--- src/rtl/core/csma_pkg.sv ---
// csma_pkg: shared types and codes for the csma retry/backoff queue
// no dependencies
`timescale 1ns / 1ps
`default_nettype none
package csma_pkg;
    localparam logic [1:0] RK_QUEUED   = 2'd0;
    localparam logic [1:0] RK_SCHEDULE = 2'd1;
    localparam logic [1:0] RK_DONE     = 2'd2;
    localparam logic [1:0] RK_DROPPED  = 2'd3;

    localparam logic [2:0] OC_OK       = 3'd0;
    localparam logic [2:0] OC_NOACK    = 3'd1;
    localparam logic [2:0] OC_COLL     = 3'd2;
    localparam logic [2:0] OC_DEFER    = 3'd3;
    localparam logic [2:0] OC_ERROR    = 3'd4;

    localparam logic [2:0] CFG_MIN_BE  = 3'd0;
    localparam logic [2:0] CFG_MAX_BE  = 3'd1;
    localparam logic [2:0] CFG_MAX_BO  = 3'd2;
    localparam logic [2:0] CFG_RETRIES = 3'd3;
    localparam logic [2:0] CFG_PERIOD  = 3'd4;
    localparam logic [2:0] CFG_SEQNO   = 3'd5;

    // result word fields
    typedef struct packed {
        logic        last;
        logic [7:0]  seq_number;
        logic [7:0]  tx_count;
        logic [2:0]  done_status;
        logic [15:0] delay_ticks;
        logic [63:0] dest_addr;
        logic [1:0]  result_kind;
    } result_t;

    // handshake between sequencer and modulo unit
    typedef struct packed {
        logic        start;
        logic [15:0] dividend;
        logic [23:0] divisor;
    } mod_req_t;

    typedef struct packed {
        logic        done;
        logic [15:0] remainder;
    } mod_rsp_t;
endpackage
`default_nettype wire

--- src/rtl/core/csma_mod_unit.sv ---
// csma_mod_unit: restoring modulo, one quotient bit per cycle
// depends on csma_pkg
`timescale 1ns / 1ps
`default_nettype none
module csma_mod_unit (
    input  wire logic                aclk,
    input  wire logic                aresetn,
    input  wire csma_pkg::mod_req_t  req,
    output csma_pkg::mod_rsp_t       rsp
);
    import csma_pkg::*;

    logic        busy_reg, busy_next;
    logic [4:0]  cnt_reg, cnt_next;
    logic [15:0] rem_reg, rem_next;
    logic [15:0] quo_reg, quo_next;
    logic [23:0] div_reg, div_next;
    logic        done_reg, done_next;
    logic [24:0] trial;

    // shift next dividend bit in and try a subtract
    always_comb begin
        busy_next = busy_reg;
        cnt_next  = cnt_reg;
        rem_next  = rem_reg;
        quo_next  = quo_reg;
        div_next  = div_reg;
        done_next = 1'b0;
        trial     = {8'd0, rem_reg, quo_reg[15]};
        if (req.start) begin
            busy_next = 1'b1;
            cnt_next  = 5'd0;
            rem_next  = 16'd0;
            quo_next  = req.dividend;
            div_next  = req.divisor;
        end else if (busy_reg) begin
            quo_next = {quo_reg[14:0], 1'b0};
            if (trial >= {1'b0, div_reg}) rem_next = 16'(trial - {1'b0, div_reg});
            else rem_next = trial[15:0];
            cnt_next = cnt_reg + 5'd1;
            if (cnt_reg == 5'd15) begin
                busy_next = 1'b0;
                done_next = 1'b1;
            end
        end
    end

    always_ff @(posedge aclk) begin
        if (!aresetn) begin
            busy_reg <= 1'b0;
            done_reg <= 1'b0;
            cnt_reg  <= 5'd0;
        end else begin
            busy_reg <= busy_next;
            done_reg <= done_next;
            cnt_reg  <= cnt_next;
        end
        rem_reg <= rem_next;
        quo_reg <= quo_next;
        div_reg <= div_next;
    end

    assign rsp.done      = done_reg;
    assign rsp.remainder = rem_reg;
endmodule
`default_nettype wire

--- src/rtl/core/csma_retry_backoff_queue.sv ---
// csma_retry_backoff_queue: per-neighbor csma transmit bookkeeping
// reset: aresetn synchronous active low; a word with no delay goes idle, lookup,
//   action, output (an ignored outcome skips output); a schedule word also passes the modulo
//   start and wait states, its delay set by the 16-step modulo unit, or zero for a zero
//   backoff range; up to two result words per input, the second earliest in the cycle after
//   the first is taken; one input word at a time, s_tready low until all results leave
`timescale 1ns / 1ps
`default_nettype none
module csma_retry_backoff_queue #(
    parameter int NEIGHBOR_SLOTS       = 4,
    parameter int PACKETS_PER_NEIGHBOR = 4,
    parameter int PACKET_POOL          = 8
) (
    input  wire logic          aclk,
    input  wire logic          aresetn,
    input  wire logic          s_tvalid,
    output logic               s_tready,
    // tdata: neighbor_addr[63:0], tx_limit[71:64], outcome[74:72],
    //   random_value[90:75], zero fill
    input  wire logic [95:0]   s_tdata,
    // tuser: kind
    input  wire logic          s_tuser,
    output logic               m_tvalid,
    input  wire logic          m_tready,
    // tdata: dest_addr[63:0], delay_ticks[79:64], done_status[82:80],
    //   tx_count[90:83], seq_number[98:91], zero fill
    output logic [103:0]       m_tdata,
    // tuser: result_kind
    output logic [1:0]         m_tuser,
    output logic               m_tlast,
    input  wire logic          cfg_we,
    input  wire logic [2:0]    cfg_index,
    input  wire logic [7:0]    cfg_data
);
    import csma_pkg::*;

    localparam int SW = (NEIGHBOR_SLOTS > 1) ? $clog2(NEIGHBOR_SLOTS) : 1;
    localparam int PW = (PACKETS_PER_NEIGHBOR > 1) ? $clog2(PACKETS_PER_NEIGHBOR) : 1;
    localparam int CW = $clog2(PACKETS_PER_NEIGHBOR + 1);
    localparam int TW = CW + 1;
    localparam int UW = $clog2(PACKET_POOL + 1);
    localparam int FD = NEIGHBOR_SLOTS * PACKETS_PER_NEIGHBOR;
    localparam int FW = (FD > 1) ? $clog2(FD) : 1;

    localparam logic [2:0] ST_IDLE  = 3'd0;
    localparam logic [2:0] ST_LOOK  = 3'd1;
    localparam logic [2:0] ST_ACT   = 3'd2;
    localparam logic [2:0] ST_MOD   = 3'd3;
    localparam logic [2:0] ST_WAIT  = 3'd4;
    localparam logic [2:0] ST_OUT   = 3'd5;

    // configuration
    logic [3:0] min_be_reg, max_be_reg;
    logic [2:0] max_bo_reg, retries_reg;
    logic [7:0] period_reg, next_seq_reg;

    // slot state
    logic [NEIGHBOR_SLOTS-1:0] slot_valid_reg;
    logic [63:0] slot_addr_reg [NEIGHBOR_SLOTS];
    logic [7:0]  slot_tx_reg   [NEIGHBOR_SLOTS];
    logic [2:0]  slot_coll_reg [NEIGHBOR_SLOTS];
    logic [CW-1:0] slot_count_reg [NEIGHBOR_SLOTS];
    logic [PW-1:0] slot_head_reg  [NEIGHBOR_SLOTS];
    logic [UW-1:0] pool_used_reg;
    logic [7:0]  limit_fifo [FD];
    logic [7:0]  fifo_rd_reg;

    // current word
    logic [2:0]  state_reg;
    logic        kind_reg;
    logic [63:0] addr_reg;
    logic [7:0]  limit_reg;
    logic [2:0]  outc_reg;
    logic [15:0] rnd_reg;
    logic [SW-1:0] s_reg;
    logic        hit_reg, free_reg;
    logic        two_reg;
    result_t     res0_reg, res1_reg;
    logic        sel_reg;
    logic [7:0]  seq_reg;
    logic        fifo_we;
    logic [FW-1:0] fifo_wa;
    logic [FW-1:0] fifo_ra;
    mod_req_t    mreq;
    mod_rsp_t    mrsp;

    csma_mod_unit u_mod (.aclk(aclk), .aresetn(aresetn), .req(mreq), .rsp(mrsp));

    // slot search, small and parallel
    logic [SW-1:0] hit_idx, free_idx;
    logic          hit_any, free_any;
    always_comb begin
        hit_idx = '0; hit_any = 1'b0; free_idx = '0; free_any = 1'b0;
        for (int i = NEIGHBOR_SLOTS - 1; i >= 0; i--) begin
            if (slot_valid_reg[i] && slot_addr_reg[i] == addr_reg) begin
                hit_any = 1'b1; hit_idx = SW'(i);
            end
            if (!slot_valid_reg[i]) begin
                free_any = 1'b1; free_idx = SW'(i);
            end
        end
    end

    // head limit of the matching slot, read during the lookup step
    assign fifo_ra = FW'(hit_idx) * FW'(PACKETS_PER_NEIGHBOR)
                     + FW'(slot_head_reg[hit_idx]);

    // backoff range for slot s with given collision count
    logic [4:0]  be_sum;
    logic [3:0]  be;
    logic [15:0] pow_m1;
    logic [23:0] range;
    logic [2:0]  coll_for_be;
    always_comb begin
        be_sum = 5'(coll_for_be) + 5'(min_be_reg);
        be     = (be_sum > 5'(max_be_reg)) ? max_be_reg : be_sum[3:0];
        pow_m1 = 16'((17'd1 << be) - 17'd1);
        range  = 24'(pow_m1) * 24'(period_reg);
    end

    // derived facts for the action step
    logic [CW-1:0] cnt_s;
    logic [PW-1:0] head_s;
    logic [PW-1:0] head_inc;
    logic [TW-1:0] tail_sum;
    logic [PW-1:0] tail_idx;
    logic [7:0]    tx_inc;
    logic [3:0]    coll_inc;
    always_comb begin
        cnt_s    = slot_count_reg[s_reg];
        head_s   = slot_head_reg[s_reg];
        head_inc = (head_s == PW'(PACKETS_PER_NEIGHBOR - 1)) ? '0 : PW'(head_s + PW'(1));
        tail_sum = TW'(head_s) + TW'(cnt_s);
        if (!hit_reg) tail_idx = '0;
        else if (tail_sum >= TW'(PACKETS_PER_NEIGHBOR))
            tail_idx = PW'(tail_sum - TW'(PACKETS_PER_NEIGHBOR));
        else tail_idx = PW'(tail_sum);
        tx_inc   = slot_tx_reg[s_reg] + 8'd1;
        coll_inc = 4'(slot_coll_reg[s_reg]) + 4'd1;
    end

    logic [7:0] seq_now;
    assign seq_now = (next_seq_reg == 8'd0) ? 8'd1 : next_seq_reg;

    // delay collision count chosen in the action step
    logic [2:0] coll_sel_reg;
    assign coll_for_be = coll_sel_reg;

    logic mod_zero_reg;
    assign mreq.start    = (state_reg == ST_MOD) && (range != 24'd0);
    assign mreq.dividend = rnd_reg;
    assign mreq.divisor  = range;

    assign fifo_wa = FW'(s_reg) * FW'(PACKETS_PER_NEIGHBOR) + FW'(tail_idx);
    assign fifo_we = (state_reg == ST_ACT) && !kind_reg && (hit_reg || free_reg)
                     && !(cnt_s >= CW'(PACKETS_PER_NEIGHBOR) && hit_reg)
                     && !(pool_used_reg >= UW'(PACKET_POOL));

    always_ff @(posedge aclk) begin
        if (fifo_we)
            limit_fifo[fifo_wa] <= (limit_reg == 8'd0) ? 8'(retries_reg) + 8'd1
                                                       : limit_reg;
        fifo_rd_reg <= limit_fifo[fifo_ra];
    end

    // sequencer
    always_ff @(posedge aclk) begin
        if (!aresetn) begin
            state_reg      <= ST_IDLE;
            min_be_reg     <= 4'd3;
            max_be_reg     <= 4'd5;
            max_bo_reg     <= 3'd5;
            retries_reg    <= 3'd7;
            period_reg     <= 8'd1;
            next_seq_reg   <= 8'd0;
            slot_valid_reg <= '0;
            pool_used_reg  <= '0;
            for (int i = 0; i < NEIGHBOR_SLOTS; i++) begin
                slot_count_reg[i] <= '0;
                slot_head_reg[i]  <= '0;
            end
            sel_reg <= 1'b0;
        end else begin
            if (cfg_we) begin
                unique case (cfg_index)
                    CFG_MIN_BE:  min_be_reg  <= cfg_data[3:0];
                    CFG_MAX_BE:  max_be_reg  <= cfg_data[3:0];
                    CFG_MAX_BO:  max_bo_reg  <= cfg_data[2:0];
                    CFG_RETRIES: retries_reg <= cfg_data[2:0];
                    CFG_PERIOD:  period_reg  <= cfg_data;
                    CFG_SEQNO:   next_seq_reg <= cfg_data;
                    default: ;
                endcase
            end
            unique case (state_reg)
                ST_IDLE: begin
                    if (s_tvalid) begin
                        kind_reg  <= s_tuser;
                        addr_reg  <= s_tdata[63:0];
                        limit_reg <= s_tdata[71:64];
                        outc_reg  <= s_tdata[74:72];
                        rnd_reg   <= s_tdata[90:75];
                        state_reg <= ST_LOOK;
                    end
                end
                ST_LOOK: begin
                    hit_reg <= hit_any;
                    free_reg <= free_any;
                    s_reg <= hit_any ? hit_idx : free_idx;
                    if (!kind_reg) begin
                        seq_reg      <= seq_now;
                        next_seq_reg <= seq_now + 8'd1;
                    end else seq_reg <= 8'd0;
                    state_reg <= ST_ACT;
                end
                ST_ACT: begin
                    result_t    r0, r1;
                    logic [2:0] nst;
                    logic       ntwo;
                    logic [2:0] csel;
                    logic [7:0] ntx;
                    logic [2:0] ncoll;
                    logic       fin;
                    r0 = '{last: 1'b1, seq_number: seq_reg, tx_count: 8'd0,
                           done_status: 3'd0, delay_ticks: 16'd0,
                           dest_addr: addr_reg, result_kind: RK_QUEUED};
                    r1 = '{last: 1'b1, seq_number: 8'd0, tx_count: 8'd0,
                           done_status: 3'd0, delay_ticks: 16'd0,
                           dest_addr: addr_reg, result_kind: RK_SCHEDULE};
                    nst   = ST_OUT;
                    ntwo  = 1'b0;
                    csel  = coll_sel_reg;
                    ntx   = slot_tx_reg[s_reg];
                    ncoll = slot_coll_reg[s_reg];
                    fin   = 1'b0;
                    if (!kind_reg) begin
                        if (!hit_reg && !free_reg) begin
                            r0.result_kind = RK_DROPPED;
                            r0.done_status = OC_ERROR;
                            r0.tx_count    = 8'd1;
                        end else if ((hit_reg && cnt_s >= CW'(PACKETS_PER_NEIGHBOR))
                                     || pool_used_reg >= UW'(PACKET_POOL)) begin
                            r0.result_kind = RK_DROPPED;
                            r0.done_status = OC_ERROR;
                            r0.tx_count    = 8'd1;
                            if (!hit_reg || cnt_s == '0) slot_valid_reg[s_reg] <= 1'b0;
                        end else begin
                            slot_valid_reg[s_reg] <= 1'b1;
                            pool_used_reg <= pool_used_reg + UW'(1);
                            if (!hit_reg) begin
                                slot_addr_reg[s_reg]  <= addr_reg;
                                slot_tx_reg[s_reg]    <= 8'd0;
                                slot_coll_reg[s_reg]  <= 3'd0;
                                slot_count_reg[s_reg] <= CW'(1);
                                slot_head_reg[s_reg]  <= '0;
                            end else slot_count_reg[s_reg] <= cnt_s + CW'(1);
                            if (!hit_reg || cnt_s == '0) begin
                                r0.result_kind = RK_SCHEDULE;
                                csel = hit_reg ? slot_coll_reg[s_reg] : 3'd0;
                                nst = ST_MOD;
                            end
                        end
                    end else if (!hit_reg || cnt_s == '0 || outc_reg == OC_DEFER) begin
                        nst = ST_IDLE;
                    end else begin
                        // outcome processing on the head packet
                        case (outc_reg)
                            OC_OK: begin
                                ntx = tx_inc; ncoll = 3'd0; fin = 1'b1;
                            end
                            OC_NOACK: begin
                                ntx = tx_inc; ncoll = 3'd0;
                                fin = (tx_inc >= fifo_rd_reg);
                            end
                            OC_COLL: begin
                                if (coll_inc > 4'(max_bo_reg)) begin
                                    ncoll = 3'd0; ntx = tx_inc;
                                end else ncoll = coll_inc[2:0];
                                fin = (ntx >= fifo_rd_reg);
                            end
                            default: fin = 1'b1;
                        endcase
                        if (!fin) begin
                            slot_tx_reg[s_reg]   <= ntx;
                            slot_coll_reg[s_reg] <= ncoll;
                            r0.result_kind = RK_SCHEDULE;
                            r0.seq_number  = 8'd0;
                            csel = ncoll;
                            nst = ST_MOD;
                        end else begin
                            r0.result_kind = RK_DONE;
                            r0.done_status = outc_reg;
                            r0.tx_count    = ntx;
                            slot_head_reg[s_reg] <= head_inc;
                            slot_count_reg[s_reg] <= cnt_s - CW'(1);
                            if (pool_used_reg != '0) pool_used_reg <= pool_used_reg - UW'(1);
                            slot_tx_reg[s_reg]   <= 8'd0;
                            slot_coll_reg[s_reg] <= 3'd0;
                            if (cnt_s > CW'(1)) begin
                                r0.last = 1'b0;
                                ntwo = 1'b1;
                                csel = 3'd0;
                                nst = ST_MOD;
                            end else slot_valid_reg[s_reg] <= 1'b0;
                        end
                    end
                    res0_reg     <= r0;
                    res1_reg     <= r1;
                    two_reg      <= ntwo;
                    sel_reg      <= 1'b0;
                    coll_sel_reg <= csel;
                    state_reg    <= nst;
                end
                ST_MOD: begin
                    state_reg <= ST_WAIT;
                end
                ST_WAIT: begin
                    if (mod_zero_reg || mrsp.done) begin
                        if (two_reg) res1_reg.delay_ticks <= mod_zero_reg ? 16'd0
                                                             : mrsp.remainder;
                        else res0_reg.delay_ticks <= mod_zero_reg ? 16'd0
                                                     : mrsp.remainder;
                        state_reg <= ST_OUT;
                    end
                end
                ST_OUT: begin
                    if (m_tready) begin
                        if (two_reg && !sel_reg) sel_reg <= 1'b1;
                        else state_reg <= ST_IDLE;
                    end
                end
                default: state_reg <= ST_IDLE;
            endcase
        end
    end

    // zero range check, registered while the modulo unit starts
    always_ff @(posedge aclk) begin
        if (state_reg == ST_ACT) mod_zero_reg <= 1'b0;
        else if (state_reg == ST_MOD) mod_zero_reg <= (range == 24'd0);
    end

    result_t cur;
    assign cur      = sel_reg ? res1_reg : res0_reg;
    assign s_tready = (state_reg == ST_IDLE) && aresetn;
    assign m_tvalid = (state_reg == ST_OUT);
    assign m_tuser  = cur.result_kind;
    assign m_tlast  = cur.last;
    assign m_tdata  = {5'd0, cur.seq_number, cur.tx_count, cur.done_status,
                       cur.delay_ticks, cur.dest_addr};

    // pool never exceeds its size
    a_pool: assert property (@(posedge aclk) disable iff (!aresetn)
        pool_used_reg <= UW'(PACKET_POOL)) else $error("pool overflow");
    // no input taken while a result is pending
    a_excl: assert property (@(posedge aclk) disable iff (!aresetn)
        !(s_tready && m_tvalid)) else $error("ready during output");
    // modulo result never reaches the range
    a_mod: assert property (@(posedge aclk) disable iff (!aresetn)
        (state_reg == ST_WAIT && mrsp.done && !mod_zero_reg)
        |-> (24'(mrsp.remainder) < range)) else $error("bad remainder");
endmodule
`default_nettype wire

--- config.mk ---
export PLATFORM = sky130hd
export DESIGN_NAME = csma_retry_backoff_queue
export DESIGN_NICKNAME = d
export VERILOG_FILES = /design/src/rtl/core/csma_pkg.sv /design/src/rtl/core/csma_mod_unit.sv /design/src/rtl/core/csma_retry_backoff_queue.sv
export SDC_FILE = /design/constraint.sdc
export NUM_CORES = 2
export LEC_CHECK = 0
export BUFFER_PORTS_ARGS = -buffer_cell sky130_fd_sc_hd__buf_2
export CAP_MARGIN = 15
export CELL_PAD_IN_SITES_DETAIL_PLACEMENT = 1
export CELL_PAD_IN_SITES_GLOBAL_PLACEMENT = 2
export CORE_MARGIN = 2
export CORE_UTILIZATION = 30
export CTS_BUF_LIST = sky130_fd_sc_hd__clkbuf_4
export DETAILED_ROUTE_END_ITERATION = 16
export MAX_ROUTING_LAYER = met4
export PLACE_DENSITY_LB_ADDON = 0.1
export REMOVE_ABC_BUFFERS = 1
export SKIP_CTS_REPAIR_TIMING = 1
export SKIP_LAST_GASP = 1
export SYNTH_ARGS = -nofsm -noshare
export SYNTH_HDL_FRONTEND = slang
export SYNTH_SLANG_ARGS = --single-unit
--- constraint.sdc ---
create_clock -name aclk -period 13.98 [get_ports aclk]
set_input_delay 1.398 -clock aclk [delete_from_list [all_inputs] [get_ports aclk]]
set_output_delay 1.398 -clock aclk [all_outputs]
set_load 0.02 [all_outputs]
==> out/metrics.yaml <==
timing:
  finalClockSkew_ps: 78.7
  slew_viol_final: 0
  period_share: 0.849
  fmaxAchievable_mhz: 84.3
  setup_viol: 0
  fin_ws_ps: 2120
  worst_pin_slew_ps: 1210
  hold_viol: 0
  setup_tns_ps: 0
  rsz0062_at_grt: "no"
  slew_headroom: 0.185
  min_period_ps: 11860
clock_network:
  cts.sinks: 790
  cts_max_level: 4
  clock_latency_ps: 1200
  clkTransAtPathRegs_ps: 70
  cts_made_buffers: 219
  cts_root_buffer: "clkbuf_4"
  clk_path_buf_depth: 3
  cts_tree: "done"
synth:
  synth_most_common_cell: "edfxtp_1"
  async_flop_share: 0
  yosys.area.top_type: "edfxtp_1"
  yosysSeqAreaShare: 0.593
  yosysUniqueCellTypes: 85
  yosys.area.top_type_share: 0.554
  synth-edff-count: 714
  avgSynthCellArea_um2: 13.1
  synth_commonest_cells: "edfxtp_1 (714), xnor2_1 (197), inv_1 (189), nor2_1 (173), nand2_1 (141)"
  syn_inst: 2956
  yosys_most_used_dff: "edfxtp_1"
  yosysWarnings: 0
  mappedNetlistArea_um2: 38700
  yosys-top-cells-area: "edfxtp_1 (55%), fa_1 (4.5%), xnor2_1 (4.5%)"
  ys_ff_latch: 790
layout:
  drive_above_1_share: 0.211
  multi_input_area_um2: 14200
  register_area_um2: 23000
  area_growth_pct: 14.7
  nNetsFinal: 3606
  largest_register_ffs: 256
  fill_cells: 13700
placement:
  io_buffers: 211
  post-place-ws_ps: 1820
  gp_congestion: 0.835
  dp_hpwl_um: 81000
global_route:
  antenna_found_initial: 10
  overflow: 0
  grt_pass1_wl_um: 172000
  first_global_vias: 27000
  grt_max_degree: 65
  globalRouteTotalUtil: 0.179
run_status:
  status: "completed"
floorplanning:
  num_rows: 131
  start_util: 0.303
  core_um2: 128000
  dieArea_um2: 132000
  chipHeight_um: 363
  ioPinCount: 222
  die_w_um: 363
detailed_routing:
  drt-wirelength-per-cell_um: 22.0
  wl_met3_um: 4600
  final_antenna_net_count: 0
  vias: 24700
  drt_iter0_markers: 1320
  drc_errors: 0
  vias_per_cell: 4.79
  wl_um: 113000
  wl_met1_um: 54300
  top_layer: "met4"
  route.met2.wl_um: 52300
  drt_first_pass_iters: 5
worst_setup_path:
  critPathCaptureType: "register"
  worst-path-max-fanout: 30
  cp_slowest_stage_delay_ps: 600
  arrival_ps: 12790
  critPathSlowestCell: "a2111oi_0"
  required_ps: 14910
  cp-start-kind: "register"
  worst_path_most_repeated_cell: "fa_1"
  worstSetupPathType: "register to register"
flow_run:
  drv_cap: 0
power_and_ir_drop:
  switching_share: 0.311
  power_density_nw_per_um2: 144
  p_comb_frac: 0.195
  p_sw_mw: 1.98
  seq_power_share: 0.464
  leakage_nw: 16.5
  internal_power_mw: 4.40
  p_clk_frac: 0.342
  ir_worst_vdd_mv: 0.0814
min_path:
  hp-class: "input port to register"
[kinds of logic after synthesis]
logic type               count (synthesis)  share of synthesized area
buffers and inverters                  343                     0.0417
AND/OR/NAND/NOR                        941                      0.131
flip-flops                             790                      0.593
other                                    2                   0.000194
adder cells (fa/ha/maj)                189                     0.0780
XOR/XNOR                               248                     0.0563
multiplexers                           148                     0.0456
AO/OA/AOI/OAI                          295                     0.0534
[layout make-up]
class                      instances  share of cell area
tap                             1662              0.0469
inverter                         190              0.0161
antenna                           11            0.000620
clock inverter                    67             0.00911
multi-input combinational       1834               0.320
clock buffer                     332              0.0562
sequential                       790               0.517
timing repair buffer             269              0.0334
[worst paths after layout]
check | start | end | slack (ps) | cells after the start
max reg2reg | coll_for_be[0] | u_mod.quo_reg[0] | 2120 | 37
min reg2reg | addr_reg[35] | res1_reg[37] | 460 | 0
max | coll_for_be[0] | u_mod.quo_reg[0] | 2120 | 37
min | s_tdata[1] | addr_reg[1] | 350 | 1
[power groups by stage]
stage,Combinational (mW),Clock (mW),Sequential [mW]
global placement,1.24,0,3.01
floorplan,0.779,0,2.99
global route,1.39,2.39,2.98
detailed placement,1.26,0,3.01
finish,1.24,2.18,2.96
CTS,1.27,2.28,2.96
[critical path: cells and delay by family (launching register included)]
family	cells	cell delay, ps
AOI/OAI and AO/OA	12	2700
and+or+nand+nor	9	2510
muxes	1	510
buffers and inverters	6	1830
adders and majority gates	9	3640
DFF	1	400
[layer usage]
layer,vias up,track usage
met3,158,0.0350
met2,488,0.275
li1,11500,-
met1,12600,0.240
met5,-,-
met4,0,0.0526
[cell usage in the layout, fill, tap and decap left out, types with 12 or more instances in the layout]
| master | count |
|---|---|
| conb_1 | 13 |
| clkinv_1 | 47 |
| xnor2_1 | 197 |
| clkbuf_4 | 332 |
| o211ai_1 | 15 |
| a21oi_1 | 52 |
| mux4_2 | 16 |
| and3_1 | 17 |
| o22ai_1 | 20 |
| nand2b_1 | 138 |
| nand3_1 | 39 |
| nor2_1 | 169 |
| or3_1 | 15 |
| buf_4 | 55 |
| nor2b_1 | 99 |
| or2_2 | 12 |
| nand4_1 | 102 |
| a21o_1 | 26 |
| nor3_1 | 51 |
| fa_1 | 87 |
| nor4_1 | 40 |
| and2_1 | 71 |
| o21ai_0 | 54 |
| nand2_1 | 141 |
| dfxtp_1 | 75 |
| edfxtp_1 | 714 |
| mux2i_1 | 69 |
| ha_1 | 102 |
| inv_1 | 187 |
| mux2_2 | 62 |
| xor2_1 | 50 |
| buf_2 | 212 |
[through the flow]
step | cell area [um2] | power, mW | hold slack [ps] | std cells | utilization
finish | 44400 | 6.38 | 353 | 5155 | 0.347
global route | 44400 | 6.77 | 209 | 5151 | 0.347
CTS | 44300 | 6.52 | 145 | 5141 | 0.347
detailed placement | 41400 | 4.27 | 447 | 4742 | 0.324
global placement | 41400 | 4.24 | 441 | 4742 | 0.324
floorplan | 37800 | 3.77 | 447 | 2814 | -
(Power assumes the default switching activity.)
